[config.mk]
export PLATFORM = sky130hd
export DESIGN_NAME = rsn_ctrl
export DESIGN_NICKNAME = d
export VERILOG_FILES = /design/src/hw/rtl/rsn_pkg.sv /design/src/hw/rtl/rsn_ctrl.sv
export SDC_FILE = /design/constraint.sdc
export NUM_CORES = 1
export LEC_CHECK = 0
export ABC_AREA = 0
export BUFFER_PORTS_ARGS = -buffer_cell sky130_fd_sc_hd__buf_2
export CORE_AREA = 2 2 39 41
export CTS_CLUSTER_DIAMETER = 100
export CTS_CLUSTER_SIZE = 12
export DETAILED_ROUTE_END_ITERATION = 7
export DIE_AREA = 0 0 41 43
export PLACE_DENSITY = 0.46
export RECOVER_POWER = 50
export SKIP_LAST_GASP = 1
export SLEW_MARGIN = 15
export SYNTH_ARGS = -nofsm -noshare
export SYNTH_HDL_FRONTEND = slang
export SYNTH_SLANG_ARGS = --single-unit
[constraint.sdc]
create_clock -name i_clk -period 1.8 [get_ports i_clk]
set_input_delay 0.09 -clock i_clk [delete_from_list [all_inputs] [get_ports i_clk]]
set_output_delay 0.09 -clock i_clk [all_outputs]
set_load 0.005 [all_outputs]
[src/hw/rtl/rsn_pkg.sv]
// Shared types, constants and helpers for the regular-spiking map neuron.
// Used by the channel interfaces, the controller, the datapath and the divider.
`default_nettype none

package rsn_pkg;

    localparam int FRAC_BITS   = 24;
    localparam int DW          = 32;
    localparam int MU_W        = 31;
    localparam int MUL_W       = DW + 1;
    localparam int PROD_W      = 2 * MUL_W;
    localparam int ACC_W       = PROD_W - FRAC_BITS + 2;
    localparam int DIV_STEPS   = DW + FRAC_BITS;
    localparam int DIV_CNT_W   = $clog2(DIV_STEPS + 1);
    localparam int CFG_IDX_W   = 3;
    localparam int CFG_DATA_W  = 32;

    localparam logic signed [DW-1:0] ONE = DW'(64'sd1 <<< FRAC_BITS);

    typedef enum logic [2:0] {
        MUL_SIG_SYN  = 3'd0,
        MUL_SIG_DC   = 3'd1,
        MUL_BETA_SYN = 3'd2,
        MUL_BETA_DC  = 3'd3,
        MUL_MU_X     = 3'd4,
        MUL_MU_BIAS  = 3'd5,
        MUL_MU_SIG   = 3'd6
    } t_mul_op;

    localparam t_mul_op MUL_LAST = MUL_MU_SIG;

    typedef enum logic [CFG_IDX_W-1:0] {
        CFG_ALPHA      = 3'd0,
        CFG_MU         = 3'd1,
        CFG_SIGMA_BIAS = 3'd2,
        CFG_SIG_SYN    = 3'd3,
        CFG_BETA_SYN   = 3'd4,
        CFG_SIG_DC     = 3'd5,
        CFG_BETA_DC    = 3'd6
    } t_cfg_reg;

    typedef enum logic [1:0] {
        ST_IDLE,
        ST_MUL,
        ST_WAIT,
        ST_DONE
    } t_state;

    typedef struct packed {
        logic    load;
        logic    mul_en;
        t_mul_op mul_op;
        logic    finish;
    } t_dp_cmd;

    typedef struct packed {
        logic div_busy;
        logic out_hold;
    } t_dp_stat;

    // Saturate a wide accumulator value to the signed 32-bit range.
    function automatic logic signed [DW-1:0] sat_acc(input logic signed [ACC_W-1:0] v);
        logic [ACC_W-DW:0] hi;
        hi = v[ACC_W-1:DW-1];
        if (hi == '0 || hi == '1) begin
            sat_acc = v[DW-1:0];
        end else if (v[ACC_W-1]) begin
            sat_acc = {1'b1, {(DW-1){1'b0}}};
        end else begin
            sat_acc = {1'b0, {(DW-1){1'b1}}};
        end
    endfunction

    // Reset constants are specified in Q8.24; rescale them to FRAC_BITS.
    function automatic logic signed [DW-1:0] rescale(input longint q24);
        longint v;
        if (FRAC_BITS >= 24) begin
            v = q24 <<< (FRAC_BITS - 24);
            if (v > longint'(32'sh7fffffff)) begin
                v = longint'(32'sh7fffffff);
            end else if (v < -longint'(64'sh80000000)) begin
                v = -longint'(64'sh80000000);
            end
        end else begin
            v = q24 >>> (24 - FRAC_BITS);
        end
        rescale = DW'(v);
    endfunction

    localparam logic signed [DW-1:0] RST_ALPHA      = rescale(64'sd61236838);
    localparam logic signed [DW-1:0] RST_MU         = rescale(64'sd8389);
    localparam logic signed [DW-1:0] RST_SIGMA_BIAS = rescale(64'sd1006633);
    localparam logic signed [DW-1:0] RST_SIG_GAIN   = rescale(64'sd16777216);
    localparam logic signed [DW-1:0] RST_BETA_GAIN  = rescale(64'sd2231370);
    localparam logic signed [DW-1:0] RST_X          = rescale(-64'sd15770583);
    localparam logic signed [DW-1:0] RST_Y          = rescale(-64'sd47335955);

endpackage

`default_nettype wire

[src/hw/rtl/rsn_ctrl.sv]
// Controller FSM: accepts an item, steps the shared multiplier through its seven
// products, waits for the divider, then commits the update. Depends on rsn_pkg.
`default_nettype none

module rsn_ctrl
    import rsn_pkg::*;
(
    input  wire logic       i_clk,
    input  wire logic       i_rst_n,
    input  wire logic       i_in_valid,
    output logic            o_in_ready,
    input  wire t_dp_stat   i_stat,
    output t_dp_cmd         o_cmd
);

    t_state     r_state;
    t_state     n_state;
    t_mul_op    r_step;
    t_mul_op    n_step;

    always_ff @(posedge i_clk) begin
        if (!i_rst_n) begin
            r_state <= ST_IDLE;
            r_step  <= MUL_SIG_SYN;
        end else begin
            r_state <= n_state;
            r_step  <= n_step;
        end
    end

    always_comb begin
        n_state      = r_state;
        n_step       = r_step;
        o_in_ready   = 1'b0;
        o_cmd.load   = 1'b0;
        o_cmd.mul_en = 1'b0;
        o_cmd.mul_op = r_step;
        o_cmd.finish = 1'b0;

        unique case (r_state)
            ST_IDLE: begin
                o_in_ready = 1'b1;
                if (i_in_valid) begin
                    o_cmd.load = 1'b1;
                    n_step     = MUL_SIG_SYN;
                    n_state    = ST_MUL;
                end
            end
            ST_MUL: begin
                o_cmd.mul_en = 1'b1;
                if (r_step == MUL_LAST) begin
                    n_state = ST_WAIT;
                end else begin
                    n_step = t_mul_op'(r_step + 1'b1);
                end
            end
            ST_WAIT: begin
                // last product accumulates during the first cycle here
                if (!i_stat.div_busy) begin
                    n_state = ST_DONE;
                end
            end
            ST_DONE: begin
                if (!i_stat.out_hold) begin
                    o_cmd.finish = 1'b1;
                    n_state      = ST_IDLE;
                end
            end
            default: begin
                n_state = ST_IDLE;
            end
        endcase
    end

endmodule

`default_nettype wire

==> results.rst, run 1 <==
.. list-table::
   :header-rows: 1

   * - Metric
     - Value
   * - Initial core utilization
     - 27.03%
   * - First-pass GRT wire length
     - 1214 µm
   * - Filler Cell Count
     - 156
   * - Hold buffer count at cts
     - 0
   * - Die extent in x
     - about 41 µm
   * - Length in cells of the worst reg-to-reg path
     - 6
   * - Max-slew violation count
     - 0
   * - Via total after detailed routing
     - between 300 and 400
   * - Number of instances in the synthesized netlist
     - 42
   * - Area occupied by multi-input gates
     - approximately 260 µm²
   * - Syn nets
     - 53
   * - CP Launch Point
     - r_state[1]
   * - Routed wirelength normalized by instance count
     - 10.36 µm
   * - Clock tree from TritonCTS
     - built
   * - DP HPWL
     - 625.8 µm
   * - Count of final hold-check violations
     - 0
   * - Power Internal
     - 0.4142 mW
   * - Master cell of the clock root buffer
     - clkbuf_4
   * - Data arrival, critical path
     - between 1.5 and 2 ns
   * - Routability Congestion
     - 0.6296
   * - Fraction of layout cells with a size suffix above 1
     - 32.76%
   * - Number of buffers created by CTS
     - 3
   * - Share of total power consumed by net switching
     - 38.58%
   * - Initial antenna violation count
     - 0
   * - RSZ-0062 raised after global routing
     - false
   * - Share of the synthesized area in the top cell type
     - 26.76%
   * - Kind of start point of the critical path
     - flip-flop
   * - Pwr per Cell Area
     - 1396 mW/mm²
   * - Standard-cell rows
     - 14
   * - Antenna Cells
     - 0
   * - Sequential fraction of the synthesis area
     - ~27%
   * - Crit path capture type
     - flip-flop
   * - Power share of the combinational group
     - 55.1%
   * - Clock transition at path regs
     - 0.04 ns
   * - Capture instance of the worst register-to-register path
     - r_step[1]
   * - Slew HR
     - between 80% and 90%
   * - Final period demand of the worst path
     - between 1.5 and 2 ns
   * - Post-CTS Setup Repair Bufs
     - 0
   * - Standard cell core area
     - ~0.0014 mm²
   * - Slack of the worst reg-to-reg path
     - 0.15 ns
   * - Largest cells by area after synthesis
     - dfxtp_1, ha_1, inv_1, nand2_1, nor3b_1
   * - Number of DRC markers after the initial detailed-route iteration
     - 1
   * - Global route total overflow
     - 0
   * - Critical Path RT
     - 1.96 ns
   * - Final clock period utilization by the worst path
     - 91.47%
   * - Io pins
     - 12
   * - Area overhead of the layout relative to synthesis
     - 29.10%
   * - Level count of the clock H-tree
     - 1
   * - Warnings, synthesis
     - 0
   * - Synthesized cell area
     - 374.1 µm²
   * - HP Class
     - input port to flip-flop
   * - Number of detailed-route iterations in the first pass
     - 2
   * - Count of endpoints failing setup in the final report
     - 0
   * - Max-Cap Viols
     - 0
   * - Library cell with the largest summed area after synthesis
     - dfxtp_1
   * - Placed insts
     - 70
   * - Share of power burned in registers
     - a little over a quarter
   * - Result of the run
     - complete, no violations
   * - Post-route clock skew
     - ~0.0016 ns
   * - Mean instance size in the synthesized netlist
     - 8.907 µm²
   * - Number of standard cells in the layout, taps in and fillers out
     - 74
   * - Nets@finish
     - 70
   * - Switch Pwr
     - 0.2602 mW
   * - CTS sink count
     - 5
   * - Later-pin clock latency in the skew report
     - around 0.24 ns
   * - Launch instance of the worst register-to-register path
     - r_state[1]
   * - Total power
     - 0.6744 mW
   * - Worst Max-Slew Pin Slew
     - 0.2680 ns
   * - Seq cells post-synth
     - 5
   * - Tightest hold margin
     - 0.1553 ns
   * - All-layer global routing usage
     - 10.76%
   * - Maximum achievable frequency
     - 607.4 MHz
   * - Largest net degree at the start of global routing
     - 8
   * - Distinct cell type count of the synthesized netlist
     - 24
   * - Reg area
     - slightly above 100 µm²
   * - Total length of routed wires
     - 767 µm
   * - Worst setup endpoint
     - r_step[1]
   * - Via count of the first global-routing pass
     - 296
   * - Vertical die dimension
     - 43 µm
   * - Core utilization of the finished layout
     - 34.90%
   * - Static leakage power
     - 0.2219 nW
   * - Max FO, Critical Path
     - 6
   * - ANT nets after route
     - 0
   * - I/O Buffers
     - 11
   * - Setup CP Type
     - flip-flop to flip-flop
   * - Worst IR drop on VDD
     - 0.5721 mV
   * - Residual DRC
     - 0
   * - DIE AREA
     - 0.001763 mm²
   * - Via-per-instance ratio
     - 4.581
   * - Clock power share
     - 18.6%
   * - Total negative slack
     - 0 ns
   * - Maximum buffer depth of the clock tree
     - 2
   * - Worst hold path startpoint
     - i_stat[1]
[power by group through the flow]
stage / logic [mW] / clock network (mW) / registers (mW)
floorplan: 0.265 / 0 / 0.172
global placement: 0.383 / 0 / 0.179
detailed placement: 0.376 / 0 / 0.179
CTS: 0.377 / 0.135 / 0.176
global route: 0.420 / 0.137 / 0.184
finish: 0.371 / 0.125 / 0.178
[cell families after synthesis]
kind of cell | after synthesis | share of synthesized area (%)
multiplexers | 1 | 2.676
AND/OR/NAND/NOR | 13 | 21.74
flip-flops | 5 | 26.76
AO/OA/AOI/OAI | 13 | 24.75
buffers and inverters | 4 | 4.012
adder cells (fa/ha/maj) | 6 | 20.07
[critical path, stage by stage, from the launching register on]
cell and delay, ns:
dfxtp_1 0.37, inv_1 0.08, ha_1 0.24, nor2b_4 0.16, o21bai_1 0.19, or3_1 0.36
a21boi_1 0.17
[Yosys cell counts]
cell / instances
a21boi_0: 1
a21boi_1: 1
a21oi_1: 2
a21oi_2: 1
a221o_1: 1
a31oi_1: 1
a41oi_1: 1
and2_1: 1
and3_2: 1
dfxtp_1: 5
ha_1: 6
inv_1: 4
mux2i_1: 1
nand2_1: 4
nand2_2: 1
nand3_1: 1
nor2b_1: 1
nor2b_4: 1
nor3b_1: 2
o21a_1: 1
o21ai_0: 2
o21bai_1: 1
o31a_1: 1
or3_1: 1
[flip-flops by register name, summed over array words and instances (netlist names)]
register  cells
r_step        3
r_state       2
[layout make-up]
class	instances	share of cell area (%)
sequential	5	20.98
tap	16	4.145
inverter	4	3.109
multi-input combinational	33	53.63
timing repair buffer	12	12.69
clock buffer	4	5.440
[worst min path at each step]
stage / to / slack [ns] / depth (start not counted)
after floorplan: o_cmd[0] / 0.21 / 1
after global placement: r_state[1] / 0.41 / 3
after detailed placement: r_state[1] / 0.40 / 3
after CTS: r_state[1] / 0.15 / 3
after global routing: r_state[1] / 0.16 / 3
final: r_state[1] / 0.16 / 3
[per-stage QoR]
step	cell area [µm²]	setup slack, ns
floorplan	374.1	0.2797
global route	483.0	0.0004163
detailed placement	456.7	0.1255
finish	483.0	0.1535
CTS	483.0	0.1175
global placement	456.7	0.1488
[layout by cell type, fill, tap and decap left out, drive strengths merged]
cell,instances
dfxtp,5
nand3,1
nor2b,2
a21boi,2
clkbuf,5
mux2i,1
nand2,5
a21oi,3
and3,1
a31oi,1
o21a,1
o31a,1
buf,11
nor3b,2
and2,1
a221o,1
o21ai,2
o21bai,1
or3,1
ha,6
inv,4
a41oi,1
[metal layers]
layer	GRT usage (%)	vias to the layer above	share of wire [%]
li1	-	183	-
met1	12.94	147	48
met2	14.37	7	44
met3	1.571	2	6.1
met4	12.00	0	1.4
met5	0	-	0
[timing repair]
item | CTS | global route
endpoints found under the setup margin | 0 | 1
hold endpoints to repair | 0 | 0
resized for setup | 0 | 1
Power figures use the tool's default switching activity.
==> inputs of run 2 (changes only) <==
--- a/config.mk
+++ b/config.mk
@@ -7,12 +7,13 @@
 export LEC_CHECK = 0
 export ABC_AREA = 0
 export BUFFER_PORTS_ARGS = -buffer_cell sky130_fd_sc_hd__buf_2
-export CORE_AREA = 2 2 39 41
+export CELL_PAD_IN_SITES_DETAIL_PLACEMENT = 0
+export CELL_PAD_IN_SITES_GLOBAL_PLACEMENT = 2
+export CORE_UTILIZATION = 26
 export CTS_CLUSTER_DIAMETER = 100
 export CTS_CLUSTER_SIZE = 12
 export DETAILED_ROUTE_END_ITERATION = 7
-export DIE_AREA = 0 0 41 43
-export PLACE_DENSITY = 0.46
+export PLACE_DENSITY = 0.69
 export RECOVER_POWER = 50
 export SKIP_LAST_GASP = 1
 export SLEW_MARGIN = 15
==> results.rst, run 2 (synthesized netlist as in run 1, its figures left out) <==
.. list-table::
   :header-rows: 1

   * - Metric
     - Value
   * - Nets@finish
     - 69 (-1.4%)
   * - Worst IR drop on VDD
     - 0.5252 mV (-8.2%)
   * - Maximum achievable frequency
     - 604.6 MHz (-0.45%)
   * - Reg area
     - 100.1 µm² (-1.2%)
   * - Final worst-path setup slack
     - 0.1461 ns (-0.007423 ns)
   * - Filler Cell Count
     - 138 (-12%)
   * - Io pins
     - 12 (unchanged)
   * - Via total after detailed routing
     - 350 (+3.2%)
   * - CTS-repair resized insts
     - 0 (unchanged)
   * - Total length of routed wires
     - 838 µm (+9.3%)
   * - Count of final hold-check violations
     - 0 (unchanged)
   * - Largest register FFs
     - 3 (unchanged)
   * - ANT nets after route
     - 0 (unchanged)
   * - Max-Cap Viols
     - 0 (unchanged)
   * - Fraction of layout cells with a size suffix above 1
     - 29.82% (-2.9 points)
   * - Via count of the first global-routing pass
     - 304 (+2.7%)
   * - DIE AREA
     - 0.001594 mm² (-9.6%)
   * - Via-per-instance ratio
     - 4.861 (+6.1%)
   * - Die extent in x
     - 39.93 µm (-2.6%)
   * - Level count of the clock H-tree
     - 1 (unchanged)
   * - DP HPWL
     - 683.7 µm (+9.3%)
   * - First-pass GRT wire length
     - 1262 µm (+4.0%)
   * - Vertical die dimension
     - 39.93 µm (-7.1%)
   * - Critical Path RT
     - 1.93 ns (-0.03 ns)
   * - Crit path capture type
     - flip-flop
   * - HP Class
     - input port to flip-flop
   * - Clock transition at path regs
     - 0.05 ns (about the same)
   * - CTS sink count
     - 5 (unchanged)
   * - Worst Max-Slew Pin Slew
     - 0.3177 ns (+0.04971 ns)
   * - Number of buffers created by CTS
     - 3 (unchanged)
   * - Residual DRC
     - 0 (unchanged)
   * - Clock tree from TritonCTS
     - built
   * - Kind of start point of the critical path
     - flip-flop
   * - Most common cell after layout, fill and taps aside
     - buf_2
   * - Tightest hold margin
     - 0.1553 ns (+0.00003700 ns)
   * - Setup CP Type
     - flip-flop to flip-flop
   * - Hold buffer count at cts
     - 0 (unchanged)
   * - Slew HR
     - 78.82% (-3.3 points)
   * - Register ranked first by flip-flop count
     - r_step
   * - I/O Buffers
     - 11 (unchanged)
   * - Place WS
     - 0.1607 ns (+0.03525 ns)
   * - Master cell of the clock root buffer
     - clkbuf_4
   * - All-layer global routing usage
     - 12.46% (+1.7 points)
   * - Total power
     - 0.6775 mW (+0.46%)
   * - Post-CTS Setup Repair Bufs
     - 0 (unchanged)
   * - Number of detailed-route iterations in the first pass
     - 3 (+1)
   * - Routability Congestion
     - 0.6671 (+6.0%)
   * - Final period demand of the worst path
     - 1.654 ns (+0.007423 ns)
   * - Maximum buffer depth of the clock tree
     - 2 (unchanged)
   * - Antenna Cells
     - 0 (unchanged)
   * - Most frequent cells in the layout
     - buf_2, ha_1, dfxtp_1
   * - Result of the run
     - complete, no violations
   * - Post-route clock skew
     - 0.001637 ns (+0.00006125 ns)
   * - Placed insts
     - 68 (-2.9%)
   * - Registers with the most flip-flops
     - r_step x3, r_state x2
   * - Routed wirelength normalized by instance count
     - 11.64 µm (+12%)
   * - Max FO, Critical Path
     - 6 (unchanged)
   * - Standard cell core area
     - 0.001318 mm² (-4.8%)
   * - Number of DRC markers after the initial detailed-route iteration
     - 12 (+11)
   * - Static leakage power
     - 0.2165 nW (-2.4%)
   * - Largest net degree at the start of global routing
     - 10 (+2)
   * - Data arrival, critical path
     - 1.79 ns (-0.02 ns)
   * - RSZ-0062 raised after global routing
     - false
   * - Total negative slack
     - 0 ns (unchanged)
   * - Global route total overflow
     - 0 (unchanged)
   * - Max-slew violation count
     - 0 (unchanged)
   * - Number of standard cells in the layout, taps in and fillers out
     - 72 (-2.7%)
   * - Area overhead of the layout relative to synthesis
     - 26.42%
   * - Area occupied by multi-input gates
     - 259.0 µm² (unchanged)
   * - Later-pin clock latency in the skew report
     - 0.24 ns (about the same)
   * - Pwr per Cell Area
     - 1433 mW/mm² (+2.6%)
   * - Count of endpoints failing setup in the final report
     - 0 (unchanged)
   * - Final clock period utilization by the worst path
     - 91.88% (+0.41 points)
   * - Initial core utilization
     - 28.40% (+1.4 points)
   * - Initial antenna violation count
     - 0 (unchanged)
   * - Standard-cell rows
     - 13 (-1)
-- run 2: changes by cell type in the layout (fill, tap and decap cells not counted), sizes merged --
cell | before | now
buf | 11 | 10
-- run 2: critical path, stage by stage (launching register included) --
cell     delay [ns]
dfxtp_1        0.39
inv_1          0.08
ha_1           0.27
nor2b_4        0.16
a221o_1        0.30
o31a_1         0.25
o21a_1         0.10
-- run 2: cell type report --
type	count	area share, %
clock buffers	4	5.556
multi-input cells	33	54.76
repair buffers	11	11.38
well taps	15	3.968
flip-flops and latches	5	21.16
inverters	4	3.175
-- run 2: path summary, 6_finish.rpt --
| check | from | to | slack (ns) | cells after the start |
|---|---|---|---|---|
| setup / recovery | r_state[0] | r_state[0] | 0.15 | 6 |
| hold / removal | i_stat[1] | r_state[1] | 0.16 | 3 |
| setup reg to reg | r_state[0] | r_state[0] | 0.15 | 6 |
| hold reg to reg | r_state[1] | r_state[1] | 0.50 | 2 |
-- run 2: report_power, final --
part / switching [mW] / internal (mW)
sequential: 0.0356 / 0.142
clock: 0.0484 / 0.0840
combinational: 0.192 / 0.176
total: 0.276 / 0.402
-- run 2: metal layers --
metal | global-route usage [%] | wire length, µm
met1 | 15.72 | 391
met2 | 17.34 | 408
met3 | 5.000 | 39
met4 | 7.759 | 0
met5 | 0 | 0
-- run 2: per-stage QoR --
step                area (µm²)  utilization [%]
global route             473.0            35.90
CTS                      474.2            35.99
floorplan                374.1                -
global placement         447.9            34.00
finish                   473.0            35.90
detailed placement       447.9            34.00
==> inputs of run 3 (changes only) <==
--- a/config.mk
+++ b/config.mk
@@ -7,8 +7,10 @@
 export LEC_CHECK = 0
 export ABC_AREA = 0
 export BUFFER_PORTS_ARGS = -buffer_cell sky130_fd_sc_hd__buf_2
+export CAP_MARGIN = 0
 export CELL_PAD_IN_SITES_DETAIL_PLACEMENT = 0
 export CELL_PAD_IN_SITES_GLOBAL_PLACEMENT = 2
+export CORE_MARGIN = 2
 export CORE_UTILIZATION = 26
 export CTS_CLUSTER_DIAMETER = 100
 export CTS_CLUSTER_SIZE = 12
==> constraint.sdc (replaced) <==
create_clock -name i_clk -period 1.76 [get_ports i_clk]
set_input_delay 0.088 -clock i_clk [delete_from_list [all_inputs] [get_ports i_clk]]
set_output_delay 0.088 -clock i_clk [all_outputs]
set_load 0.005 [all_outputs]
==> results.rst, run 3 (synthesized netlist as in run 1, its figures left out) <==
.. list-table::
   :header-rows: 1

   * - Metric
     - Value
   * - Result of the run
     - complete, no violations
   * - Maximum buffer depth of the clock tree
     - 2 (unchanged)
   * - Share of total power consumed by net switching
     - 39.55% (-1.1 points)
   * - Share of power burned in registers
     - 25.9% (-0.3 points)
   * - Initial core utilization
     - 28.40% (unchanged)
   * - Number of DRC markers after the initial detailed-route iteration
     - 17 (+5)
   * - CTS-repair resized insts
     - 0 (unchanged)
   * - First-pass GRT wire length
     - 1524 µm (+21%)
   * - Most frequent cells in the layout
     - buf_2, ha_1, dfxtp_1
   * - Via total after detailed routing
     - 363 (+3.7%)
   * - Count of final hold-check violations
     - 0 (unchanged)
   * - Kind of start point of the critical path
     - flip-flop
   * - Level count of the clock H-tree
     - 1 (unchanged)
   * - ANT nets after route
     - 0 (unchanged)
   * - Clock tree from TritonCTS
     - built
   * - Routed wirelength normalized by instance count
     - 11.27 µm (-3.1%)
   * - Power share of the combinational group
     - 55.0% (+0.7 points)
   * - Via-per-instance ratio
     - 4.973 (+2.3%)
   * - Maximum achievable frequency
     - 642.9 MHz (+6.3%)
   * - Worst IR drop on VDD
     - 0.8141 mV (+55%)
   * - Clock power share
     - 19.1% (-0.4 points)
   * - Max-slew violation count
     - 0 (unchanged)
   * - Standard-cell rows
     - 13 (unchanged)
   * - Via count of the first global-routing pass
     - 368 (+21%)
   * - Crit path capture type
     - flip-flop
   * - Max-Cap Viols
     - 0 (unchanged)
   * - Final period demand of the worst path
     - 1.555 ns (-0.09854 ns)
   * - Master cell of the clock root buffer
     - clkbuf_4
   * - Post-CTS Setup Repair Bufs
     - 0 (unchanged)
   * - Antenna Cells
     - 0 (unchanged)
   * - DP HPWL
     - 657.1 µm (-3.9%)
   * - Data arrival, critical path
     - 1.69 ns (-0.10 ns)
   * - Max FO, Critical Path
     - 4 (-2)
   * - Hold buffer count at cts
     - 0 (unchanged)
   * - Nets@finish
     - 70 (+1.4%)
   * - Largest net degree at the start of global routing
     - 10 (unchanged)
   * - Standard cell core area
     - 0.001318 mm² (unchanged)
   * - Setup CP Type
     - flip-flop to flip-flop
   * - Die extent in x
     - 41.93 µm (+5.0%)
   * - Reg area
     - 100.1 µm² (unchanged)
   * - Register ranked first by flip-flop count
     - r_step
   * - Pwr per Cell Area
     - 1463 mW/mm² (+2.1%)
   * - Slew HR
     - 81.69% (+2.9 points)
   * - RSZ-0062 raised after global routing
     - false
   * - Worst Max-Slew Pin Slew
     - 0.2747 ns (-0.04304 ns)
   * - CTS sink count
     - 5 (unchanged)
   * - Final clock period utilization by the worst path
     - 88.37% (-3.5 points)
   * - Routability Congestion
     - 0.7036 (+5.5%)
   * - Later-pin clock latency in the skew report
     - 0.24 ns (about the same)
   * - Filler Cell Count
     - 149 (+8.0%)
   * - Total length of routed wires
     - 823 µm (-1.8%)
   * - Count of endpoints failing setup in the final report
     - 0 (unchanged)
   * - Most common cell after layout, fill and taps aside
     - buf_2
   * - Worst hold path startpoint
     - i_stat[1]
   * - HP Class
     - input port to flip-flop
   * - Largest register FFs
     - 3 (unchanged)
   * - Post-route clock skew
     - 0.002037 ns (+0.0003999 ns)
   * - I/O Buffers
     - 11 (unchanged)
   * - Area overhead of the layout relative to synthesis
     - 27.76%
   * - Global route total overflow
     - 0 (unchanged)
   * - Number of detailed-route iterations in the first pass
     - 3 (unchanged)
   * - DIE AREA
     - 0.001758 mm² (+10%)
   * - Critical Path RT
     - 1.90 ns (-0.03 ns)
   * - Vertical die dimension
     - 41.93 µm (+5.0%)
   * - Power Internal
     - 0.4226 mW (+5.1%)
   * - CP Launch Point
     - r_state[0]
   * - Io pins
     - 12 (unchanged)
   * - Area occupied by multi-input gates
     - 259.0 µm² (unchanged)
   * - Initial antenna violation count
     - 0 (unchanged)
   * - Clock transition at path regs
     - 0.04 ns (about the same)
   * - Total negative slack
     - 0 ns (unchanged)
   * - Static leakage power
     - 0.2134 nW (-1.5%)
   * - Residual DRC
     - 0 (unchanged)
   * - Number of buffers created by CTS
     - 3 (unchanged)
   * - Launch instance of the worst register-to-register path
     - r_state[0]
   * - All-layer global routing usage
     - 11.61% (-0.85 points)
   * - Registers with the most flip-flops
     - r_step x3, r_state x2
   * - Tightest hold margin
     - 0.1509 ns (-0.004387 ns)
   * - Switch Pwr
     - 0.2764 mW (+0.31%)
   * - Fraction of layout cells with a size suffix above 1
     - 27.59% (-2.2 points)
-- run 3: stage by stage --
step	total power [mW]	cell area, µm²	worst slack, ns	std cells	utilization [%]
after detailed placement	0.5790	455.4	0.2029	69	34.57
after global routing	0.7892	478.0	0.08391	73	36.28
after CTS	0.7186	481.7	0.1940	73	36.56
final	0.6990	478.0	0.2046	73	36.28
after floorplan	0.4470	374.1	0.2397	42	-
after global placement	0.5674	455.4	0.2287	69	34.57
-- run 3: cell type report --
type	count	area share [%]
Sequential cell	5	20.94
Timing Repair Buffer	12	12.30
Clock buffer	4	5.497
Inverter	4	3.141
Multi-Input combinational cell	33	54.19
Tap cell	15	3.927
-- run 3: worst paths after layout --
check / to / slack (ns) / depth (start not counted)
worst min-delay path: r_state[1] / 0.15 / 3
worst min register to register: r_state[1] / 0.50 / 2
worst max-delay path: r_state[0] / 0.20 / 6
worst max register to register: r_state[0] / 0.20 / 6
-- run 3: power groups by stage --
stage                     logic (mW)  clock network (mW)  registers, mW
final                          0.385               0.133          0.181
after global routing           0.448               0.153          0.189
after CTS                      0.398               0.139          0.181
after detailed placement       0.396                   0          0.183
after global placement         0.388                   0          0.180
after floorplan                0.271                   0          0.176
-- run 3: routing by layer --
metal  GRT usage [%]  routed length, µm
met1           13.25                378
met2           17.19                390
met3           6.957                 55
met4           5.161                  0
met5               0                  0
-- run 3: critical path, cell delays in order, from the launching register on --
cell and delay [ns]:
dfxtp_1 0.38, inv_1 0.08, ha_1 0.22, nor2b_4 0.14
a221o_1 0.29, o31a_1 0.25, o21a_1 0.10
